[config.mk]
export PLATFORM = sky130hd
export DESIGN_NAME = coalesced_hash_multiset
export DESIGN_NICKNAME = d
export VERILOG_FILES = /design/src/rtl/chm_pkg.sv /design/src/rtl/coalesced_hash_multiset.sv /design/src/rtl/chm_mod.sv /design/src/rtl/chm_ram.sv
export SDC_FILE = /design/constraint.sdc
export NUM_CORES = 1
export LEC_CHECK = 0
export ABC_AREA = 1
export BUFFER_PORTS_ARGS = -buffer_cell sky130_fd_sc_hd__clkbuf_2
export CORE_ASPECT_RATIO = 2
export CORE_MARGIN = 3
export CORE_UTILIZATION = 30
export DETAILED_ROUTE_END_ITERATION = 7
export PLACE_DENSITY = 0.51
export SLEW_MARGIN = 20
export SYNTH_ARGS = -nofsm -noshare
export SYNTH_HDL_FRONTEND = slang
export SYNTH_SLANG_ARGS = --single-unit
[constraint.sdc]
create_clock -name clock -period 4.39 [get_ports clock]
set_input_delay 0.878 -clock clock [delete_from_list [all_inputs] [get_ports clock]]
set_output_delay 0.878 -clock clock [all_outputs]
set_load 0.05 [all_outputs]
[src/rtl/chm_pkg.sv]
`timescale 1ns / 1ps
// ----------------------------------------------------------------------------
// chm_pkg
// Shared types and constants of the coalesced hash multiset.
// ----------------------------------------------------------------------------
package chm_pkg;

   localparam int DEF_TABLE_SLOTS = 16;
   localparam int KEY_W           = 32;
   localparam int OCC_W           = 5;

   typedef enum logic [1:0] {
      OP_ADD    = 2'd0,
      OP_REMOVE = 2'd1,
      OP_SEARCH = 2'd2,
      OP_COUNT  = 2'd3
   } op_type;

   typedef enum logic [4:0] {
      ST_CLEAR,
      ST_IDLE,
      ST_HASH,
      ST_ADD_HOME,
      ST_ADD_WALK,
      ST_ADD_NEW,
      ST_FREE,
      ST_SEARCH,
      ST_COUNT,
      ST_RM_FIND,
      ST_RM_SCAN,
      ST_RM_PSCAN,
      ST_RM_PREV,
      ST_RM_CLR,
      ST_DONE
   } state_type;

endpackage

[src/rtl/coalesced_hash_multiset.sv]
`timescale 1ns / 1ps
// ----------------------------------------------------------------------------
// coalesced_hash_multiset
// Multiset of signed keys in a fixed slot table with coalesced chaining.
// ----------------------------------------------------------------------------
// Raise start with req_operation and req_key while busy is low; that edge is
// the transfer. busy stays high until the result shows on the rsp_ ports,
// with rsp_valid high for that one cycle; the receiver cannot hold it off.
// Every item first passes through the home slot unit, one key byte at a
// time, then walks the slot table through the single read port, one slot a
// cycle, and ends in the done state, which registers the response. Search
// takes up to TABLE_SLOTS+1 slot reads, count exactly TABLE_SLOTS, add a
// chain walk plus a free slot scan (up to about 2*TABLE_SLOTS), remove a
// chain walk, up to TABLE_SLOTS relocation walks and at worst a predecessor
// scan.
// After reset a clearing pass writes every slot empty with busy high; no
// transfer is taken until it ends.
// ----------------------------------------------------------------------------
module coalesced_hash_multiset
   import chm_pkg::*;
#(
   parameter int TABLE_SLOTS = DEF_TABLE_SLOTS
) (
   input  logic                    clock,
   input  logic                    reset,
   input  logic                    start,
   output logic                    busy,
   input  logic [1:0]              req_operation,
   input  logic signed [KEY_W-1:0] req_key,
   output logic                    rsp_valid,
   output logic                    rsp_success,
   output logic [OCC_W-1:0]        rsp_occurrences,
   output logic [OCC_W-1:0]        rsp_element_total,
   output logic                    rsp_table_full
);

   localparam int            AW   = $clog2(TABLE_SLOTS);
   localparam int            IW   = $clog2(TABLE_SLOTS + 1);
   localparam int            EW   = 1 + IW + AW + KEY_W;
   localparam logic [IW-1:0] NONE = IW'(TABLE_SLOTS);
   localparam logic [IW-1:0] LAST = IW'(TABLE_SLOTS - 1);

   state_type        state_ff, state_in;
   op_type           op_ff, op_in;
   logic [KEY_W-1:0] key_ff, key_in;
   logic [IW-1:0]    ptr_ff, ptr_in;       // slot whose entry is on rd_data
   logic [IW-1:0]    home_ff, home_in;
   logic [IW-1:0]    free_ff, free_in;
   logic [IW-1:0]    count_ff, count_in;
   logic [IW-1:0]    steps_ff, steps_in;
   logic [IW-1:0]    outer_ff, outer_in;
   logic [IW-1:0]    cur_ff, cur_in;
   logic [IW-1:0]    prev_ff, prev_in;
   logic [IW-1:0]    pprev_ff, pprev_in;
   logic [IW-1:0]    curlink_ff, curlink_in;
   logic [IW-1:0]    occ_ff, occ_in;
   logic             succ_ff, succ_in;
   logic             full_ff, full_in;

   logic             rsp_valid_ff, rsp_valid_in;
   logic             rsp_success_ff, rsp_success_in;
   logic [OCC_W-1:0] rsp_occ_ff, rsp_occ_in;
   logic [OCC_W-1:0] rsp_total_ff, rsp_total_in;
   logic             rsp_full_ff, rsp_full_in;

   // table port
   logic             wr_en;
   logic [IW-1:0]    wr_slot;
   logic             wr_valid;
   logic [IW-1:0]    wr_link;
   logic [AW-1:0]    wr_home;
   logic [KEY_W-1:0] wr_key;
   logic [EW-1:0]    rd_data;
   logic             rd_valid;
   logic [IW-1:0]    rd_link;
   logic [AW-1:0]    rd_home;
   logic [KEY_W-1:0] rd_key;

   logic             mod_start;
   logic             mod_done;
   logic [AW-1:0]    mod_home;

   // decode of the entry just read
   logic [IW-1:0] rd_next;
   logic          key_hit, next_none, step_end, home_hit, last_slot;
   logic          free_last, outer_end, prev_none, link_hit;

   chm_mod #(
      .TABLE_SLOTS(TABLE_SLOTS),
      .AW         (AW)
   ) u_mod (
      .clock(clock),
      .reset(reset),
      .start(mod_start),
      .key  (req_key),
      .done (mod_done),
      .home (mod_home)
   );

   chm_ram #(
      .DEPTH(TABLE_SLOTS),
      .AW   (AW),
      .DW   (EW)
   ) u_ram (
      .clock  (clock),
      .wr_en  (wr_en),
      .wr_addr(wr_slot[AW-1:0]),
      .wr_data({wr_valid, wr_link, wr_home, wr_key}),
      .rd_addr(ptr_in[AW-1:0]),
      .rd_data(rd_data)
   );

   assign {rd_valid, rd_link, rd_home, rd_key} = rd_data;

   // a link of the slot count or more ends a chain
   assign rd_next   = (rd_link >= NONE) ? NONE : rd_link;
   assign key_hit   = rd_valid && (rd_key == key_ff);
   assign next_none = (rd_next == NONE);
   assign step_end  = (steps_ff == NONE);
   assign home_hit  = (IW'(rd_home) == cur_ff);
   assign last_slot = (ptr_ff == LAST);
   assign free_last = (free_ff == LAST);
   assign outer_end = (outer_ff == LAST);
   assign prev_none = (prev_ff == NONE);
   assign link_hit  = rd_valid && (rd_link == cur_ff);

   // ------------------------------------------------------------------
   // next state
   // ------------------------------------------------------------------
   always_comb begin
      state_in = state_ff;
      case (state_ff)
         ST_CLEAR: begin
            if (last_slot) state_in = ST_IDLE;
         end
         ST_IDLE: begin
            if (start) state_in = ST_HASH;
         end
         ST_HASH: begin
            if (mod_done) begin
               case (op_ff)
                  OP_ADD:    state_in = ST_ADD_HOME;
                  OP_REMOVE: state_in = ST_RM_FIND;
                  OP_SEARCH: state_in = ST_SEARCH;
                  OP_COUNT:  state_in = ST_COUNT;
                  default:   state_in = ST_DONE;
               endcase
            end
         end
         ST_ADD_HOME: begin
            if (!rd_valid) begin
               state_in = ((home_ff == free_ff) && !free_last) ? ST_FREE : ST_DONE;
            end else if (free_ff == NONE) begin
               state_in = ST_DONE;
            end else begin
               state_in = next_none ? ST_ADD_NEW : ST_ADD_WALK;
            end
         end
         ST_ADD_WALK: begin
            if (step_end || next_none) state_in = ST_ADD_NEW;
         end
         ST_ADD_NEW: begin
            state_in = free_last ? ST_DONE : ST_FREE;
         end
         ST_FREE: begin
            if (!rd_valid || last_slot) state_in = ST_DONE;
         end
         ST_SEARCH: begin
            if (key_hit || next_none || step_end) state_in = ST_DONE;
         end
         ST_COUNT: begin
            if (last_slot) state_in = ST_DONE;
         end
         ST_RM_FIND: begin
            if (key_hit) begin
               if (!next_none) begin
                  state_in = ST_RM_SCAN;
               end else begin
                  state_in = prev_none ? ST_RM_PSCAN : ST_RM_PREV;
               end
            end else if (next_none || step_end) begin
               state_in = ST_DONE;
            end
         end
         ST_RM_SCAN: begin
            if (home_hit) begin
               if (outer_end || next_none) state_in = ST_RM_PREV;
            end else if (next_none || step_end) begin
               state_in = prev_none ? ST_RM_PSCAN : ST_RM_PREV;
            end
         end
         ST_RM_PSCAN: begin
            if (link_hit || last_slot) state_in = ST_RM_CLR;
         end
         ST_RM_PREV:  state_in = ST_RM_CLR;
         ST_RM_CLR:   state_in = ST_DONE;
         ST_DONE:     state_in = ST_IDLE;
         default:     state_in = ST_IDLE;
      endcase
   end

   // ------------------------------------------------------------------
   // datapath and table accesses
   // ------------------------------------------------------------------
   always_comb begin
      op_in      = op_ff;
      key_in     = key_ff;
      ptr_in     = ptr_ff;
      home_in    = home_ff;
      free_in    = free_ff;
      count_in   = count_ff;
      steps_in   = steps_ff;
      outer_in   = outer_ff;
      cur_in     = cur_ff;
      prev_in    = prev_ff;
      pprev_in   = pprev_ff;
      curlink_in = curlink_ff;
      occ_in     = occ_ff;
      succ_in    = succ_ff;
      full_in    = full_ff;
      mod_start  = 1'b0;

      wr_en    = 1'b0;
      wr_slot  = ptr_ff;
      wr_valid = rd_valid;
      wr_link  = rd_link;
      wr_home  = rd_home;
      wr_key   = rd_key;

      rsp_valid_in   = 1'b0;
      rsp_success_in = rsp_success_ff;
      rsp_occ_in     = rsp_occ_ff;
      rsp_total_in   = rsp_total_ff;
      rsp_full_in    = rsp_full_ff;

      case (state_ff)
         ST_CLEAR: begin
            // empty one slot a cycle
            wr_en    = 1'b1;
            wr_valid = 1'b0;
            wr_link  = NONE;
            wr_home  = '0;
            wr_key   = '0;
            ptr_in   = last_slot ? '0 : ptr_ff + 1'b1;
         end
         ST_IDLE: begin
            if (start) begin
               op_in     = op_type'(req_operation);
               key_in    = req_key;
               mod_start = 1'b1;
               succ_in   = 1'b0;
               full_in   = 1'b0;
               occ_in    = '0;
            end
         end
         ST_HASH: begin
            if (mod_done) begin
               home_in  = IW'(mod_home);
               steps_in = '0;
               prev_in  = NONE;
               ptr_in   = (op_ff == OP_COUNT) ? '0 : IW'(mod_home);
            end
         end
         ST_ADD_HOME: begin
            if (!rd_valid) begin
               // home is free: store there
               wr_en    = 1'b1;
               wr_valid = 1'b1;
               wr_link  = NONE;
               wr_home  = home_ff[AW-1:0];
               wr_key   = key_ff;
               count_in = count_ff + 1'b1;
               succ_in  = 1'b1;
               if (home_ff == free_ff) begin
                  if (free_last) begin
                     free_in = NONE;
                  end else begin
                     ptr_in = free_ff + 1'b1;
                  end
               end
            end else if (free_ff == NONE) begin
               full_in = 1'b1;
            end else if (next_none) begin
               // home is the chain tail: link it to the free slot
               wr_en   = 1'b1;
               wr_link = free_ff;
            end else begin
               ptr_in   = rd_next;
               steps_in = IW'(1);
            end
         end
         ST_ADD_WALK: begin
            if (step_end || next_none) begin
               wr_en   = 1'b1;
               wr_link = free_ff;
            end else begin
               ptr_in   = rd_next;
               steps_in = steps_ff + 1'b1;
            end
         end
         ST_ADD_NEW: begin
            wr_en    = 1'b1;
            wr_slot  = free_ff;
            wr_valid = 1'b1;
            wr_link  = NONE;
            wr_home  = home_ff[AW-1:0];
            wr_key   = key_ff;
            count_in = count_ff + 1'b1;
            succ_in  = 1'b1;
            if (free_last) begin
               free_in = NONE;
            end else begin
               ptr_in = free_ff + 1'b1;
            end
         end
         ST_FREE: begin
            // advance to the next empty slot
            if (!rd_valid) begin
               free_in = ptr_ff;
            end else if (last_slot) begin
               free_in = NONE;
            end else begin
               ptr_in = ptr_ff + 1'b1;
            end
         end
         ST_SEARCH: begin
            if (key_hit) begin
               succ_in = 1'b1;
            end else if (!(next_none || step_end)) begin
               ptr_in   = rd_next;
               steps_in = steps_ff + 1'b1;
            end
         end
         ST_COUNT: begin
            if (key_hit) occ_in = occ_ff + 1'b1;
            if (!last_slot) ptr_in = ptr_ff + 1'b1;
         end
         ST_RM_FIND: begin
            if (key_hit) begin
               cur_in     = ptr_ff;
               curlink_in = rd_link;
               outer_in   = '0;
               steps_in   = '0;
               if (!next_none) begin
                  pprev_in = ptr_ff;
                  ptr_in   = rd_next;
               end else begin
                  ptr_in = prev_none ? '0 : prev_ff;
               end
            end else if (!(next_none || step_end)) begin
               prev_in  = ptr_ff;
               ptr_in   = rd_next;
               steps_in = steps_ff + 1'b1;
            end
         end
         ST_RM_SCAN: begin
            if (home_hit) begin
               // move this member back into the freed place
               wr_en      = 1'b1;
               wr_slot    = cur_ff;
               wr_valid   = 1'b1;
               wr_link    = curlink_ff;
               wr_home    = cur_ff[AW-1:0];
               wr_key     = rd_key;
               prev_in    = pprev_ff;
               cur_in     = ptr_ff;
               curlink_in = rd_link;
               outer_in   = outer_ff + 1'b1;
               steps_in   = '0;
               if (outer_end || next_none) begin
                  ptr_in = pprev_ff;
               end else begin
                  pprev_in = ptr_ff;
                  ptr_in   = rd_next;
               end
            end else if (next_none || step_end) begin
               ptr_in = prev_none ? '0 : prev_ff;
            end else begin
               pprev_in = ptr_ff;
               ptr_in   = rd_next;
               steps_in = steps_ff + 1'b1;
            end
         end
         ST_RM_PSCAN: begin
            // find any slot that links to the freed one
            if (link_hit) begin
               wr_en   = 1'b1;
               wr_link = curlink_ff;
            end else if (!last_slot) begin
               ptr_in = ptr_ff + 1'b1;
            end
         end
         ST_RM_PREV: begin
            wr_en   = 1'b1;
            wr_link = curlink_ff;
         end
         ST_RM_CLR: begin
            wr_en    = 1'b1;
            wr_slot  = cur_ff;
            wr_valid = 1'b0;
            wr_link  = NONE;
            wr_home  = '0;
            wr_key   = '0;
            count_in = count_ff - 1'b1;
            succ_in  = 1'b1;
            if (free_ff > cur_ff) free_in = cur_ff;
         end
         ST_DONE: begin
            rsp_valid_in   = 1'b1;
            rsp_success_in = (op_ff == OP_COUNT) ? (occ_ff != '0) : succ_ff;
            rsp_occ_in     = OCC_W'(occ_ff);
            rsp_total_in   = OCC_W'(count_ff);
            rsp_full_in    = full_ff;
         end
         default: begin
            ptr_in = ptr_ff;
         end
      endcase
   end

   always_ff @(posedge clock) begin
      if (reset) begin
         state_ff     <= ST_CLEAR;
         ptr_ff       <= '0;
         free_ff      <= '0;
         count_ff     <= '0;
         rsp_valid_ff <= 1'b0;
      end else begin
         state_ff     <= state_in;
         ptr_ff       <= ptr_in;
         free_ff      <= free_in;
         count_ff     <= count_in;
         rsp_valid_ff <= rsp_valid_in;
      end
      op_ff          <= op_in;
      key_ff         <= key_in;
      home_ff        <= home_in;
      steps_ff       <= steps_in;
      outer_ff       <= outer_in;
      cur_ff         <= cur_in;
      prev_ff        <= prev_in;
      pprev_ff       <= pprev_in;
      curlink_ff     <= curlink_in;
      occ_ff         <= occ_in;
      succ_ff        <= succ_in;
      full_ff        <= full_in;
      rsp_success_ff <= rsp_success_in;
      rsp_occ_ff     <= rsp_occ_in;
      rsp_total_ff   <= rsp_total_in;
      rsp_full_ff    <= rsp_full_in;
   end

   assign busy              = (state_ff != ST_IDLE);
   assign rsp_valid         = rsp_valid_ff;
   assign rsp_success       = rsp_success_ff;
   assign rsp_occurrences   = rsp_occ_ff;
   assign rsp_element_total = rsp_total_ff;
   assign rsp_table_full    = rsp_full_ff;

   // ------------------------------------------------------------------
   // checks
   // ------------------------------------------------------------------
   a_count_range: assert property (@(posedge clock) disable iff (reset)
      count_ff <= NONE)
      else $error("stored count beyond slot count");

   a_free_range: assert property (@(posedge clock) disable iff (reset)
      free_ff <= NONE)
      else $error("free slot pointer out of range");

   a_full_drop: assert property (@(posedge clock) disable iff (reset)
      rsp_valid && rsp_table_full |-> !rsp_success)
      else $error("dropped add reported as stored");

   a_accept_hash: assert property (@(posedge clock) disable iff (reset)
      start && !busy |=> state_ff == ST_HASH)
      else $error("transfer not followed by hashing");

endmodule

[src/rtl/chm_mod.sv]
`timescale 1ns / 1ps
// ----------------------------------------------------------------------------
// chm_mod
// Home slot unit: magnitude of a key modulo the slot count, one key byte
// at a time by reciprocal multiplication.
// ----------------------------------------------------------------------------
module chm_mod
   import chm_pkg::*;
#(
   parameter int TABLE_SLOTS = DEF_TABLE_SLOTS,
   parameter int AW          = $clog2(TABLE_SLOTS)
) (
   input  logic             clock,
   input  logic             reset,
   input  logic             start,
   input  logic [KEY_W-1:0] key,
   output logic             done,
   output logic [AW-1:0]    home
);

   localparam int            RW     = AW + 1;
   localparam int            XW     = AW + 8;
   localparam int            SH     = XW + AW;
   localparam int            MW     = XW + 2;
   localparam int            PW     = XW + MW;
   localparam int            NW     = XW + RW;
   localparam int            DIGITS = KEY_W / 8;
   localparam int            CW     = $clog2(DIGITS);
   localparam logic [RW-1:0] MODV   = RW'(TABLE_SLOTS);
   localparam logic [MW-1:0] RECIP  =
      MW'(((64'd1 << SH) + 64'(TABLE_SLOTS - 1)) / 64'(TABLE_SLOTS));
   localparam logic [CW-1:0] LASTD  = CW'(DIGITS - 1);

   logic             run_ff, run_in;
   logic             done_ff, done_in;
   logic             phase_ff, phase_in;
   logic [CW-1:0]    cnt_ff, cnt_in;
   logic [KEY_W-1:0] mag_ff, mag_in;
   logic [AW-1:0]    rem_ff, rem_in;
   logic [XW-1:0]    x_ff, x_in;
   logic [XW-1:0]    q_ff, q_in;
   logic [PW-1:0]    prod;
   logic [NW-1:0]    diff;

   always_comb begin
      run_in   = run_ff;
      done_in  = 1'b0;
      phase_in = phase_ff;
      cnt_in   = cnt_ff;
      mag_in   = mag_ff;
      rem_in   = rem_ff;
      x_in     = x_ff;
      q_in     = q_ff;
      prod     = PW'({rem_ff, mag_ff[KEY_W-1 -: 8]}) * PW'(RECIP);
      diff     = NW'(x_ff) - NW'(q_ff) * NW'(MODV);
      if (start) begin
         run_in   = 1'b1;
         phase_in = 1'b0;
         cnt_in   = '0;
         rem_in   = '0;
         // take the magnitude; the most negative key maps to 2^31
         mag_in = key[KEY_W-1] ? (~key + 1'b1) : key;
      end else if (run_ff) begin
         if (!phase_ff) begin
            // fold the next byte into the remainder and estimate the quotient
            x_in     = {rem_ff, mag_ff[KEY_W-1 -: 8]};
            q_in     = XW'(prod >> SH);
            mag_in   = {mag_ff[KEY_W-9:0], 8'h00};
            phase_in = 1'b1;
         end else begin
            rem_in   = diff[AW-1:0];
            phase_in = 1'b0;
            cnt_in   = cnt_ff + 1'b1;
            if (cnt_ff == LASTD) begin
               run_in  = 1'b0;
               done_in = 1'b1;
            end
         end
      end
   end

   always_ff @(posedge clock) begin
      if (reset) begin
         run_ff  <= 1'b0;
         done_ff <= 1'b0;
      end else begin
         run_ff  <= run_in;
         done_ff <= done_in;
      end
      phase_ff <= phase_in;
      cnt_ff   <= cnt_in;
      mag_ff   <= mag_in;
      rem_ff   <= rem_in;
      x_ff     <= x_in;
      q_ff     <= q_in;
   end

   assign done = done_ff;
   assign home = rem_ff;

endmodule

[src/rtl/chm_ram.sv]
`timescale 1ns / 1ps
// ----------------------------------------------------------------------------
// chm_ram
// Slot table: one write and one registered read a cycle, write forwarded.
// ----------------------------------------------------------------------------
module chm_ram
   import chm_pkg::*;
#(
   parameter int DEPTH = DEF_TABLE_SLOTS,
   parameter int AW    = $clog2(DEPTH),
   parameter int DW    = 1 + $clog2(DEPTH + 1) + AW + KEY_W
) (
   input  logic          clock,
   input  logic          wr_en,
   input  logic [AW-1:0] wr_addr,
   input  logic [DW-1:0] wr_data,
   input  logic [AW-1:0] rd_addr,
   output logic [DW-1:0] rd_data
);

   logic [DW-1:0] mem [DEPTH];
   logic [DW-1:0] rd_ff;

   always_ff @(posedge clock) begin
      if (wr_en) begin
         mem[wr_addr] <= wr_data;
      end
   end

   always_ff @(posedge clock) begin
      if (wr_en && (wr_addr == rd_addr)) begin
         rd_ff <= wr_data;
      end else begin
         rd_ff <= mem[rd_addr];
      end
   end

   assign rd_data = rd_ff;

endmodule
==> results_tabular.tex <==
\begin{tabular}{lr}
\hline
Metric & Value \\
\hline
\multicolumn{2}{l}{\textbf{Clock network}} \\
Total CTS buffers & 71 \\
Deepest level of the CTS H-tree & 3 \\
Clock slew seen by the registers of the worst setup and hold paths & 0.07 ns \\
Source-to-sink clock delay at the later pin of the worst-skew pair & 0.66 ns \\
Clock tree from TritonCTS & yes \\
Post-CTS Repair Setup Buffers & 0 \\
Post-CTS Hold Buffers & 0 \\
Maximum number of buffers from clock root to sink & 3 \\
Total number of clock tree sinks & 812 \\
Root Buffer & sky130\_fd\_sc\_hd\_\_clkbuf\_16 \\
Count of cells resized by post-cts repair & 0 \\
\multicolumn{2}{l}{\textbf{Synth}} \\
Async set-or-reset flop fraction in the synthesized netlist & 0 \\
Count of state elements after synthesis & 812 \\
Dominant register cell in the synthesized netlist & sky130\_fd\_sc\_hd\_\_edfxtp\_1 \\
Number of synthesis warnings & 0 \\
Count of flip-flops with a built-in enable after synthesis & 779 \\
Syn avg cell area & 10.2 sq um \\
Synthesized cell area & 36,800 sq um \\
Post-Syn Nets & 3,687 \\
Post-Synthesis Cells & between 3,000 and 4,000 \\
Fraction of the yosys area taken by sequential cells & 0.653 \\
Post-synth cell types & 54 \\
\multicolumn{2}{l}{\textbf{Placement}} \\
Dpl hpwl & 84,100 um \\
Port Buf Inserts & 50 \\
Post-Place Cell Area & 40,000 sq um \\
Last weighted congestion value of the routability-driven placer & 0.989 \\
Setup Slack @ Placement & 0.378 ns \\
\multicolumn{2}{l}{\textbf{Setup path}} \\
Critical Setup Path Class & reg -> reg \\
Worst-path cell chain & buf\_4, nor2\_1, o21ai\_1, nand3\_1, nand3\_1, nand2\_1, buf\_4, inv\_2, nor2\_4, buf\_12, nor3\_1, o211ai\_1, buf\_4 \\
Element type at the critical path end & flop \\
Critical path data required time & 4.76 ns \\
Logic depth of the worst register-to-register path & 13 \\
Critical path startpoint category & flop \\
Max stage delay cell, worst path & sky130\_fd\_sc\_hd\_\_nor3\_1 \\
Endpoint of the worst register-to-register path & u\_ram.mem[0][34] \\
Signal arrival time at the worst endpoint & approximately 4.5 ns \\
Peak per-stage delay on the critical path & 0.59 ns \\
Internal reg-to-reg setup slack & 0.32 ns \\
Most repeated library cell on the critical path & sky130\_fd\_sc\_hd\_\_buf\_4 \\
CP Max Fanout & 38 \\
\multicolumn{2}{l}{\textbf{Min path}} \\
Hold path startpoint & req\_key[28] \\
Number of instances on the worst hold path & 1 \\
Hold-critical path endpoint & key\_ff[28] \\
Class of the most critical hold timing path & in -> reg \\
\multicolumn{2}{l}{\textbf{Timing}} \\
Final period util & 0.928 \\
Max-slew violation total from the final report & 0 \\
Sum Neg Setup Slack & 0 ns \\
Worst hold slack across all endpoints & roughly 0.39 ns \\
Worst path setup slack after routing & between 0.3 and 0.4 ns \\
Setup-violating endpoint count in the final report & 0 \\
Fmax & 0.245 GHz \\
Worst Skew & just over 0.03 ns \\
Final hold violation count & 0 \\
Post-layout min period & 4.07 ns \\
Unrepaired setup endpoints after global routing & no \\
Slew at the pin closest to its max-slew limit & 0.995 ns \\
Max-slew headroom & 0.334 \\
\multicolumn{2}{l}{\textbf{Outcome}} \\
Outcome & finished, final reports clean \\
\multicolumn{2}{l}{\textbf{Drt}} \\
First drt pass iteration count & 8 \\
Routed wire length & between 100,000 and 150,000 um \\
Routed wirelength normalized by instance count & about 23 um \\
Remaining design rule violation count & 0 \\
Count of antenna-violating nets left after detailed routing & 0 \\
Number of DRC markers in iteration 0 & slightly above 2,000 \\
Via count normalized by instance count & between 4 and 5 \\
Vias after detailed routing & 26,774 \\
\multicolumn{2}{l}{\textbf{Floorplanning}} \\
Core Box Area & $\sim$120,000 sq um \\
Number of top-level pins & 51 \\
Die area & about 130,000 sq um \\
Chip width & 254 um \\
Die height & approximately 500 um \\
Placement Rows & 181 \\
Starting density of the core & 0.302 \\
\multicolumn{2}{l}{\textbf{Layout}} \\
Share of layout cells above drive strength 1 & 0.105 \\
Post-layout nets & 3,797 \\
Area of all placed cells without fillers & 42,500 sq um \\
Most common cell after layout, fill and taps aside & sky130\_fd\_sc\_hd\_\_nand2\_1 \\
Synth-to-layout area growth & 15.3\% \\
Number of filler cells placed in the layout & 12,147 \\
Util after Layout & 0.349 \\
Top library cells by usage in the layout, fill and taps aside & sky130\_fd\_sc\_hd\_\_nand2\_1 (926), sky130\_fd\_sc\_hd\_\_edfxtp\_1 (779), sky130\_fd\_sc\_hd\_\_nand3\_1 (399) \\
\multicolumn{2}{l}{\textbf{GRT}} \\
Number of antenna violations at the first check in global routing & 6 \\
Combined global-route utilization of all metal layers & 0.195 \\
Number of global-route vias before repair & 26,857 \\
Global-route wire length before repair & 179,000 um \\
Remaining Overflow, GRT & 0 \\
Largest net degree at the start of global routing & 79 \\
\multicolumn{2}{l}{\textbf{Power}} \\
Pwr Density & between 600 and 700 nW/um\^{}2 \\
Worst vdd rail ir drop & 0.381 mV \\
Leakage & 0.0167 uW \\
\multicolumn{2}{l}{\textbf{Job}} \\
Number of maximum-capacitance violations & 0 \\
\hline
\end{tabular}
==> layer usage <==
metal | track usage | routed length, um
met2 | 0.371 | 67600
met4 | 0.137 | 9950
met3 | 0.0296 | 5490
met5 | 0 | 0
met1 | 0.189 | 41400
==> synthesized netlist by cell type, drive strengths merged, types with 3 or more instances <==
master	count	share of area
nand2	936	0.096
edfxtp	779	0.63
nand3	411	0.057
nor2	403	0.042
inv	367	0.037
o21ai	224	0.031
buf	112	0.017
a21oi	62	0.0085
o211ai	60	0.012
clkbuf	54	0.0055
dfxtp	33	0.018
o31ai	32	0.0065
nor3	21	0.0029
ha	20	0.0068
nand4	16	0.0029
or2	15	0.0025
xor2	12	0.0029
xnor2	11	0.0026
nor4	8	0.0014
o22ai	8	0.0014
o221ai	7	0.0017
a211oi	6	0.0016
nor3b	5	0.0010
o2111ai	5	0.0012
nand3b	4	0.00082
clkinv	3	0.00031
==> worst max path at each step <==
stage	slack, ns	cells past startpoint	to	from
final	0.32	13	u_ram.mem[0][34]	flop
after global routing	0.13	19	u_ram.mem[12][30]	flop
after CTS	0.36	13	u_ram.mem[13][34]	flop
after global placement	0.36	13	u_ram.mem[2][34]	flop
after floorplan	0.03	16	u_ram.mem[14][0]	flop
after detailed placement	0.38	13	u_ram.mem[1][34]	flop
==> cell families (layout without fill, tap and decap cells) <==
| group | count (synthesis) | in the layout | synth area share |
|---|---|---|---|
| flip-flops | 812 | 812 | 0.653 |
| buffers and inverters | 536 | 703 | 0.0607 |
| AO/OA/AOI/OAI | 415 | 415 | 0.0659 |
| other | 0 | 5 | 0 |
| adder cells (fa/ha/maj) | 21 | 21 | 0.00734 |
| XOR/XNOR | 23 | 23 | 0.00547 |
| AND/OR/NAND/NOR | 1822 | 1822 | 0.208 |
==> per-stage QoR <==
step                power, uW  cells
detailed placement      19900   5221
global placement        19900   5221
finish                  26500   5356
floorplan               16100   3629
CTS                     26800   5351
global route            27900   5355
==> sequential cells by signal (all words and copies together) (netlist names), 2 cells and up, named ones only <==
name,count
count_ff,5
cur_ff,5
curlink_ff,5
free_ff,5
home_ff,4
key_ff,32
occ_ff,5
op_ff,2
outer_ff,5
pprev_ff,5
prev_ff,5
ptr_ff,5
rsp_element_total,5
rsp_occurrences,5
state_ff,4
steps_ff,5
u_mod.cnt_ff,2
u_mod.home,4
u_mod.mag_ff,16
u_mod.x_ff,4
u_ram.mem,672
==> critical path, delay by kind of cell (launching register included) <==
family	cells	cell delay, ns
AOI/OAI and AO/OA	2	0.47
and+or+nand+nor	6	1.40
buffers and inverters	5	1.42
DFF	1	0.41
==> report_power, final <==
group          total [uW]  internal, uW  switching [uW]
logic                9770          2680            7090
registers            9910          9650             261
clock network        6860          3910            2950
==> layout make-up <==
class,instances,area [sq um],share of cell area
diodes,5,12.5,0.000295
clock inverters,44,618,0.0145
inverters,370,1410,0.0331
multi-input cells,2281,10700,0.252
repair buffers,203,1840,0.0432
flip-flops and latches,812,24100,0.566
well taps,1555,1950,0.0458
clock buffers,86,1880,0.0441
Power figures use the tool's default switching activity.
